<file path="src/design/ephemeris_validity_times_assert.svh">
// Assertion macros shared by the ephemeris validity RTL.
// Plain text only; no dependencies.
`ifndef EPHEMERIS_VALIDITY_TIMES_ASSERT_SVH
`define EPHEMERIS_VALIDITY_TIMES_ASSERT_SVH

// Property checked outside reset.
`define EVT_ASSERT(lbl, clk, rst_n, prop, msg) \
    lbl: assert property (@(posedge clk) disable iff (!rst_n) prop) else $error(msg);

// Property checked at every edge, reset included.
`define EVT_ASSERT_ALWAYS(lbl, clk, prop, msg) \
    lbl: assert property (@(posedge clk) prop) else $error(msg);

`endif

</file>
<file path="src/design/evt_pkg.sv">
// Constants, system codes and small helpers for the ephemeris validity block.
// No dependencies.
`timescale 1ns / 1ps
`default_nettype none

package evt_pkg;

    typedef enum logic [2:0] {
        SYS_GPS   = 3'd0,
        SYS_GAL   = 3'd1,
        SYS_GLO   = 3'd2,
        SYS_BDS   = 3'd3,
        SYS_QZSS  = 3'd4,
        SYS_IRN   = 3'd5,
        SYS_OTHER = 3'd6
    } t_sys;

    localparam logic [19:0] SECS_WEEK        = 20'd604800;
    localparam logic [19:0] SECS_DAY         = 20'd86400;
    localparam int          DAYS_PER_WEEK    = 7;
    localparam logic [19:0] SECS_FRAME       = 20'd30;
    localparam logic [19:0] SECS_TWO_HOURS   = 20'd7200;
    localparam logic [19:0] SECS_QUARTER_HR  = 20'd900;
    localparam logic [20:0] SECS_HALF_HOUR   = 21'd1800;
    localparam logic [20:0] SECS_HOUR        = 21'd3600;
    localparam logic [20:0] GAL_VALID_SECS   = 21'd14400;
    localparam logic [15:0] GAL_WEEK_SHIFT   = 16'd1024;
    localparam logic signed [20:0] HALF_WEEK = 21'sd302400;

    // Reciprocals: floor(x / d) = (x * RECIP) >> SHIFT, exact for x < 604800.
    localparam logic [20:0] RECIP_30   = 21'd1118482;   // shift 25
    localparam logic [20:0] RECIP_900  = 21'd1193047;   // shift 30
    localparam logic [20:0] RECIP_7200 = 21'd1193047;   // shift 33

    function automatic logic [19:0] sow_reduce(input logic [19:0] v);
        return (v >= SECS_WEEK) ? v - SECS_WEEK : v;
    endfunction

    // True when s is a whole day inside the week.
    function automatic logic is_day_mark(input logic [19:0] s);
        logic hit;
        hit = 1'b0;
        for (int i = 0; i < DAYS_PER_WEEK; i++) begin
            hit = hit | (s == 20'(SECS_DAY * i));
        end
        return hit;
    endfunction

endpackage

`default_nettype wire

</file>
<file path="src/design/ephemeris_validity_times.sv">
// Ephemeris validity times: five-stage pipeline from navigation record to
// transmit, epoch, begin and end times. Depends on evt_pkg and the assert header.
// Usage:
//   Input channel  i_valid / o_ready carries one record (system, week, HOW,
//   Toc, Toe, fit hours). Output channel o_valid / i_ready carries one result
//   per record, in order.
//   An accepted record passes through the five register stages in order
//   (reduce and nudge, reciprocal multiplies, floors, end sums, wrap and
//   output) before o_valid. Throughput: one item per cycle while the receiver
//   is not stalling.
//   Each stage advances when it is empty or the stage after it advances, so
//   a stalled receiver fills the pipe one stage at a time; o_ready drops only
//   when all five stages hold items. Bubbles are squeezed out, nothing is lost.
//   Reset (i_rst_n low, synchronous) empties every stage; o_valid is low in
//   the cycle after reset and o_ready is high.
//   System codes without a rule give o_valid_res low and all other fields 0.
`timescale 1ns / 1ps
`default_nettype none

`include "ephemeris_validity_times_assert.svh"

module ephemeris_validity_times (
    input  wire logic               i_clk,
    input  wire logic               i_rst_n,
    input  wire logic               i_valid,
    output logic                    o_ready,
    input  wire logic [2:0]         i_system,
    input  wire logic [13:0]        i_week_number,
    input  wire logic [19:0]        i_how_sow,
    input  wire logic [19:0]        i_toc_sow,
    input  wire logic [19:0]        i_toe_sow,
    input  wire logic [7:0]         i_fit_hours,
    output logic                    o_valid,
    input  wire logic               i_ready,
    output logic                    o_valid_res,
    output logic signed [15:0]      o_xmit_week,
    output logic [19:0]             o_xmit_sow,
    output logic signed [15:0]      o_epoch_week,
    output logic signed [15:0]      o_begin_week,
    output logic [19:0]             o_begin_sow,
    output logic signed [15:0]      o_end_week,
    output logic [19:0]             o_end_sow
);
    import evt_pkg::*;

    // stage valid bits and load enables
    logic r_v1, r_v2, r_v3, r_v4, r_v5;
    logic rdy1, rdy2, rdy3, rdy4, rdy5;

    assign rdy5    = !r_v5 || i_ready;
    assign rdy4    = !r_v4 || rdy5;
    assign rdy3    = !r_v3 || rdy4;
    assign rdy2    = !r_v2 || rdy3;
    assign rdy1    = !r_v1 || rdy2;
    assign o_ready = rdy1;

    always_ff @(posedge i_clk) begin
        if (!i_rst_n) begin
            r_v1 <= 1'b0;
            r_v2 <= 1'b0;
            r_v3 <= 1'b0;
            r_v4 <= 1'b0;
            r_v5 <= 1'b0;
        end else begin
            if (rdy1) r_v1 <= i_valid;
            if (rdy2) r_v2 <= r_v1;
            if (rdy3) r_v3 <= r_v2;
            if (rdy4) r_v4 <= r_v3;
            if (rdy5) r_v5 <= r_v4;
        end
    end

    // ---------------- stage 1: reduce, system decode, day-boundary nudge
    logic               n1_gps, n1_gal, n1_ok;
    logic [19:0]        n1_how, n1_toc, n1_toe, n1_adj;
    logic signed [15:0] n1_week;
    logic               n1_nudge;

    logic               r1_gps, r1_gal, r1_ok;
    logic [19:0]        r1_adj, r1_toe;
    logic signed [15:0] r1_week;
    logic [7:0]         r1_fit;

    always_comb begin
        n1_gps = 1'b0;
        n1_gal = 1'b0;
        n1_ok  = 1'b1;
        unique case (i_system) inside
            SYS_GPS: n1_gps = 1'b1;
            SYS_GAL: n1_gal = 1'b1;
            SYS_GLO, SYS_BDS, SYS_QZSS, SYS_IRN: n1_ok = 1'b1;
            default: n1_ok = 1'b0;
        endcase

        n1_how   = sow_reduce(i_how_sow);
        n1_toc   = sow_reduce(i_toc_sow);
        n1_toe   = sow_reduce(i_toe_sow);
        n1_nudge = is_day_mark(n1_how) && (n1_toc == n1_how);

        n1_week = $signed({2'b00, i_week_number});
        if (n1_gal) n1_week = n1_week - $signed(GAL_WEEK_SHIFT);

        n1_adj = n1_how;
        if (n1_nudge) begin
            if (n1_how == '0) begin
                // borrow a week
                n1_adj  = SECS_WEEK - SECS_FRAME;
                n1_week = n1_week - 16'sd1;
            end else begin
                n1_adj = n1_how - SECS_FRAME;
            end
        end
    end

    always_ff @(posedge i_clk) begin
        if (rdy1) begin
            r1_gps  <= n1_gps;
            r1_gal  <= n1_gal;
            r1_ok   <= n1_ok;
            r1_adj  <= n1_adj;
            r1_toe  <= n1_toe;
            r1_week <= n1_week;
            r1_fit  <= i_fit_hours;
        end
    end

    // ---------------- stage 2: quotients by 30 and by 900
    logic [40:0]        n2_p30, n2_p900;

    logic               r2_gps, r2_gal, r2_ok;
    logic [19:0]        r2_adj, r2_toe;
    logic signed [15:0] r2_week;
    logic [7:0]         r2_fit;
    logic [14:0]        r2_q30;
    logic [9:0]         r2_q900;

    assign n2_p30  = {21'd0, r1_adj} * {20'd0, RECIP_30};
    assign n2_p900 = {21'd0, r1_toe} * {20'd0, RECIP_900};

    always_ff @(posedge i_clk) begin
        if (rdy2) begin
            r2_gps  <= r1_gps;
            r2_gal  <= r1_gal;
            r2_ok   <= r1_ok;
            r2_adj  <= r1_adj;
            r2_toe  <= r1_toe;
            r2_week <= r1_week;
            r2_fit  <= r1_fit;
            r2_q30  <= n2_p30[39:25];
            r2_q900 <= n2_p900[39:30];
        end
    end

    // ---------------- stage 3: transmit second, nominal Toe, next 900 s mark
    logic [19:0]        n3_xsow, n3_rem900, n3_base;
    logic               n3_nominal;

    logic               r3_gps, r3_gal, r3_ok, r3_nominal;
    logic [19:0]        r3_xsow, r3_toe, r3_base;
    logic signed [15:0] r3_week;
    logic [7:0]         r3_fit;

    always_comb begin
        n3_xsow    = r2_gps ? 20'(r2_q30) * SECS_FRAME : r2_adj;
        n3_rem900  = r2_toe - 20'(r2_q900) * SECS_QUARTER_HR;
        // Toe on an even two hours: whole quarter hour, quarter count divisible by 8
        n3_nominal = (n3_rem900 == '0) && (r2_q900[2:0] == 3'd0);
        n3_base    = n3_nominal ? r2_toe : (20'(r2_q900) + 20'd1) * SECS_QUARTER_HR;
    end

    always_ff @(posedge i_clk) begin
        if (rdy3) begin
            r3_gps     <= r2_gps;
            r3_gal     <= r2_gal;
            r3_ok      <= r2_ok;
            r3_nominal <= n3_nominal;
            r3_xsow    <= n3_xsow;
            r3_toe     <= r2_toe;
            r3_base    <= n3_base;
            r3_week    <= r2_week;
            r3_fit     <= r2_fit;
        end
    end

    // ---------------- stage 4: epoch week, raw end second, quotient by 7200
    logic signed [20:0] n4_diff;
    logic signed [15:0] n4_eweek;
    logic [20:0]        n4_esow;
    logic [40:0]        n4_p7200;

    logic               r4_gps, r4_ok, r4_nominal;
    logic [19:0]        r4_xsow;
    logic signed [15:0] r4_week, r4_eweek, r4_endw;
    logic [20:0]        r4_esow;
    logic [6:0]         r4_q7200;

    assign n4_p7200 = {21'd0, r3_xsow} * {20'd0, RECIP_7200};

    always_comb begin
        n4_diff  = $signed({1'b0, r3_toe}) - $signed({1'b0, r3_xsow});
        n4_eweek = r3_week;
        if (n4_diff < -HALF_WEEK) begin
            n4_eweek = r3_week + 16'sd1;
        end else if (n4_diff > HALF_WEEK) begin
            n4_eweek = r3_week - 16'sd1;
        end

        if (r3_gps) begin
            n4_esow = {1'b0, r3_base} + 21'(r3_fit) * SECS_HALF_HOUR;
        end else if (r3_gal) begin
            n4_esow = {1'b0, r3_xsow} + GAL_VALID_SECS;
        end else begin
            n4_esow = {1'b0, r3_toe} + 21'(r3_fit[7:1]) * SECS_HOUR;
        end
    end

    always_ff @(posedge i_clk) begin
        if (rdy4) begin
            r4_gps     <= r3_gps;
            r4_ok      <= r3_ok;
            r4_nominal <= r3_nominal;
            r4_xsow    <= r3_xsow;
            r4_week    <= r3_week;
            r4_eweek   <= n4_eweek;
            r4_endw    <= r3_gal ? r3_week : n4_eweek;
            r4_esow    <= n4_esow;
            r4_q7200   <= n4_p7200[39:33];
        end
    end

    // ---------------- stage 5: begin floor, end wrap, output register
    logic [19:0]        n5_bsow, n5_esow;
    logic signed [15:0] n5_endw;

    logic               r5_ok;
    logic signed [15:0] r5_xweek, r5_eweek, r5_bweek, r5_endw;
    logic [19:0]        r5_xsow, r5_bsow, r5_esow;

    always_comb begin
        n5_bsow = (r4_gps && r4_nominal) ? 20'(r4_q7200) * SECS_TWO_HOURS : r4_xsow;
        if (r4_esow >= {1'b0, SECS_WEEK}) begin
            n5_esow = 20'(r4_esow - {1'b0, SECS_WEEK});
            n5_endw = r4_endw + 16'sd1;
        end else begin
            n5_esow = r4_esow[19:0];
            n5_endw = r4_endw;
        end
    end

    // drop every field for systems without a rule
    always_ff @(posedge i_clk) begin
        if (rdy5) begin
            r5_ok    <= r4_ok;
            r5_xweek <= r4_ok ? r4_week  : '0;
            r5_xsow  <= r4_ok ? r4_xsow  : '0;
            r5_eweek <= r4_ok ? r4_eweek : '0;
            r5_bweek <= r4_ok ? r4_week  : '0;
            r5_bsow  <= r4_ok ? n5_bsow  : '0;
            r5_endw  <= r4_ok ? n5_endw  : '0;
            r5_esow  <= r4_ok ? n5_esow  : '0;
        end
    end

    assign o_valid      = r_v5;
    assign o_valid_res  = r5_ok;
    assign o_xmit_week  = r5_xweek;
    assign o_xmit_sow   = r5_xsow;
    assign o_epoch_week = r5_eweek;
    assign o_begin_week = r5_bweek;
    assign o_begin_sow  = r5_bsow;
    assign o_end_week   = r5_endw;
    assign o_end_sow    = r5_esow;

    // ---------------- assertions
    `EVT_ASSERT_ALWAYS(a_reset_empties, i_clk,
        !i_rst_n |=> !o_valid, "output valid after reset")
    `EVT_ASSERT(a_accept_lands, i_clk, i_rst_n,
        (i_valid && o_ready) |=> r_v1, "accepted item lost at entry")
    `EVT_ASSERT(a_sow_range, i_clk, i_rst_n,
        o_valid |-> (o_xmit_sow < SECS_WEEK && o_begin_sow < SECS_WEEK
                     && o_end_sow < SECS_WEEK), "second of week out of range")
    `EVT_ASSERT(a_begin_le_xmit, i_clk, i_rst_n,
        o_valid |-> (o_begin_sow <= o_xmit_sow), "begin after transmit")
    `EVT_ASSERT(a_norule_zero, i_clk, i_rst_n,
        (o_valid && !o_valid_res) |-> (o_xmit_week == 16'sd0 && o_end_sow == 20'd0
                                       && o_begin_sow == 20'd0),
        "fields not cleared without rule")

endmodule

`default_nettype wire
</file>
<file path="config.mk">
export PLATFORM = sky130hd
export DESIGN_NAME = ephemeris_validity_times
export DESIGN_NICKNAME = d
export VERILOG_FILES = /design/src/design/evt_pkg.sv /design/src/design/ephemeris_validity_times.sv
export VERILOG_INCLUDE_DIRS = /design/src /design/src/design
export SDC_FILE = /design/constraint.sdc
export NUM_CORES = 2
export LEC_CHECK = 0
export ABC_AREA = 1
export BUFFER_PORTS_ARGS = -buffer_cell sky130_fd_sc_hd__buf_4
export CORE_MARGIN = 2
export CORE_UTILIZATION = 64
export CTS_BUF_LIST = sky130_fd_sc_hd__clkbuf_16
export CTS_CLUSTER_SIZE = 10
export DETAILED_ROUTE_END_ITERATION = 10
export GPL_ROUTABILITY_DRIVEN = 0
export PLACE_DENSITY = 0.82
export RECOVER_POWER = 50
export SYNTH_ARGS = -nofsm -noshare
export SYNTH_HDL_FRONTEND = slang
export SYNTH_SLANG_ARGS = --single-unit
</file>
<file path="constraint.sdc">
create_clock -name i_clk -period 13.13 [get_ports i_clk]
set_input_delay 1.313 -clock i_clk [delete_from_list [all_inputs] [get_ports i_clk]]
set_output_delay 1.313 -clock i_clk [all_outputs]
set_load 0.01 [all_outputs]
</file>
==> impl_results.md <==
- Start of the worst register-to-register path: r2_q900[2]$_DFFE_PP_
- Fin crit period: 7.19 ns
- Fin. Hold Viols: 0
- CTS tree: done
- Ys async rst share: 0
- Hold EP: r2_week[5]$_DFFE_PP_
- DRC: 0
- Initial Utilization: 0.647
- Reg clk slew, reported paths: 0.05 ns
- 1st-pass router iterations: 6
- R2R setup slack: 6.93 ns
- Max clock buf depth: 3
- Ys flop type: edfxtp_1
- FMAX: 139 MHz
- Initial antenna violation count: 0
- Core outline area: 74400 um2
- Worst hold start: r1_week[5]$_DFFE_PP_
- Initial DRC count: 2988
- Count of cell types in the netlist: 59
- Yosys warnings: 0
- Sequential area share after synthesis: 0.286
- Fin crit share: 0.547
- CTS root buf: clkbuf_16
- Die Wd: 278 um
- Hold Path Depth: 0
- Mapped cell area: 48200 um2
- Clock latency on the worst-skew pair: 0.64 ns
- HPWL after detailed placement: 94400 um
- Crit-path cells: clkbuf_4, nor2_1, clkinvlp_2, nor2_1, clkinvlp_2, nor2_1, clkinv_2, nor2_1, nand2_4, buf_4, buf_4
- Die footprint: 77500 um2
- Clk sinks: 460
- Fin. max-slew vios: 168
- First-pass GRT wire length: 187000 um
- Mean Syn Cell Area: 9.10 um2
- Vias in the first global route: 37300
- Die Span Y: 278 um
- Startpoint types: input port
- DRT Wirelength: 116000 um
- Hold-fix buffer count after cts: 0
- Worst r2r dst: r3_base[17]$_DFFE_PP_
- Crit Path Max Fanout: 69
- Final Net Count: 6798
- R2R depth: 26
- GRT Resource Usage Total: 0.302
- CP max-delay cell: clkinvlp_2
- # diodes: 0
- Grt ovf: 0
- Post-CTS Setup Bufs: 0
- Status: finished, violations left
- Largest net degree at the start of global routing: 85
- Vias: 37200
- Failing checks: max-capacitance violations, max-slew violations
- Tightest Pin Transition: 4.36 ns
- Total Neg Setup Slack: 0 ns
- Ratio of cells with drive above 1 in the final layout: 0.0383
- Via density: 5.72
- Unrepaired setup endpoints after global routing: false
- Final-report setup violation count: 0
- Routed WL per cell: 17.9 um
- CP max stage delay: 0.93 ns
- Worst Path Required: 11.82 ns
- Slew HR: -1.91
- Worst hold path type: flop to flop
- Crit path kind: input port to output port
- Worst-case clock skew: 0.0331 ns
- EDFF count, synth: 455
- Post-route ant nets: 0
- Placed cell areas: 50700 um2
- I/O Buffers: 215
- Post-CTS sizing: 0
- Area grow syn2layout: 7.89%
- Cell mode on critical path: nor2_1
- WP buf/inv: 6
- Post-synthesis register bit count: 460
- Num CTS Buffers: 56
- Post-Route Utilization: 0.698
- CP arrival: 5.87 ns
- Row count: 100
- Critical path endpoint category: output port
- Max-Cap Viols: 2
- H-tree levels: 2
- Crit-path leading delay family: buffers and inverters
- Cells after synthesis: 5293
- Most frequent cells in the layout: inv_1 (1062), nand2_1 (922), ha_1 (861)
- Most common cell after layout, fill and taps aside: inv_1
- IO Count: 216
- Fill cells: 5556
- Cell area after layout: 52000 um2
==> cell usage after synthesis, types with 4 or more instances <==
cell      count  area [um2]
nor3b_1       4        30.0
and3_1        4        25.0
or2_2        11        68.8
o31ai_1       9        67.6
a22oi_1       5        37.5
dfxtp_1       5         100
a31oi_1      20         125
xor2_1      134        1170
o21bai_1     12        90.1
ha_1        861       10800
fa_1        347        6950
nand4_1     102         638
a21oi_1     298        1490
nand2_1     922        3460
xnor2_1      70         613
a21o_1       15         113
inv_2         5        18.8
inv_1      1051        3950
o21ai_0     186         931
edfxtp_1    455       13700
nor4_1       22         138
o221ai_1      8        70.1
o21a_1       20         150
and2_1        5        31.3
nor3_1       72         360
buf_4        18         135
buf_2        15        75.1
clkbuf_1     41         154
nand3b_1      6        45.0
nand2_2       6        37.5
a211oi_1      7        52.6
nor2_1      306        1150
a21boi_0      8        60.1
nand3_1     194         971
o211ai_1     10        75.1
==> logic make-up (layout without fill, tap and decap cells) <==
family,after synthesis,count (layout),share of synthesized area
flops,460,460,0.286
fa+ha+maj,1208,1208,0.368
other cells,1,2,0.0000779
simple gates,1663,1663,0.146
compound gates,618,618,0.0714
buf+inv,1136,1372,0.0905
xor+xnor,207,207,0.0381
==> sequential cells by signal, indices dropped and copies added, names as in the netlist, 15 cells and up <==
signal        cells
r2_week          16
r4_endw          16
r4_eweek         16
r3_toe           20
r3_week          16
r2_adj           20
r4_esow          21
o_xmit_sow       20
o_end_week       16
o_begin_week     16
r4_week          16
o_begin_sow      20
o_epoch_week     16
r1_toe           20
r2_q30           15
r2_toe           20
r3_xsow          20
r1_adj           20
o_end_sow        20
r4_xsow          20
r1_week          16
r3_base          20
==> worst max-delay path by stage <==
stage | from | endpoint | cells past startpoint
6_report | i_ready | o_ready | 11
5_1_grt | i_ready | o_ready | 11
4_1_cts | r2_q900[2]$_DFFE_PP_ | r3_base[17]$_DFFE_PP_ | 25
3_5_place_dp | r2_q900[2]$_DFFE_PP_ | r3_base[7]$_DFFE_PP_ | 29
3_3_place_gp | r1_toe[17]$_DFFE_PP_ | r2_q900[9]$_DFFE_PP_ | 16
2_1_floorplan | i_ready | o_ready | 8
==> metrics by stage <==
step / setup WS, ns / cells / hold slack, ns
after global routing: 5.41 / 6499 / 0.419
after floorplan: 2.52 / 5294 / 0.400
final: 5.94 / 6499 / 0.412
after global placement: 7.19 / 6412 / 0.401
after CTS: 7.05 / 6499 / 0.415
after detailed placement: 7.04 / 6412 / 0.405
==> metal layers <==
metal  track usage  vias up  share of wire
met5             0        -              0
met4         0.124        0          0.046
met3        0.0532      348          0.090
met2         0.513     1649           0.47
met1         0.384    17400           0.39
li1              -    17800              -
==> cell type report <==
class | instances | area [um2] | area share
Clock inverter | 31 | 319 | 0.00614
Multi-Input combinational cell | 3698 | 30000 | 0.578
Inverter | 1058 | 3980 | 0.0765
Timing Repair Buffer | 227 | 1250 | 0.0241
Clock buffer | 56 | 1400 | 0.0270
Sequential cell | 460 | 13800 | 0.265
Tap cell | 969 | 1210 | 0.0233
Power is left out: the tool's default activity adds up to more than one toggle a clock period on the data nets, which glitch-free logic cannot reach.
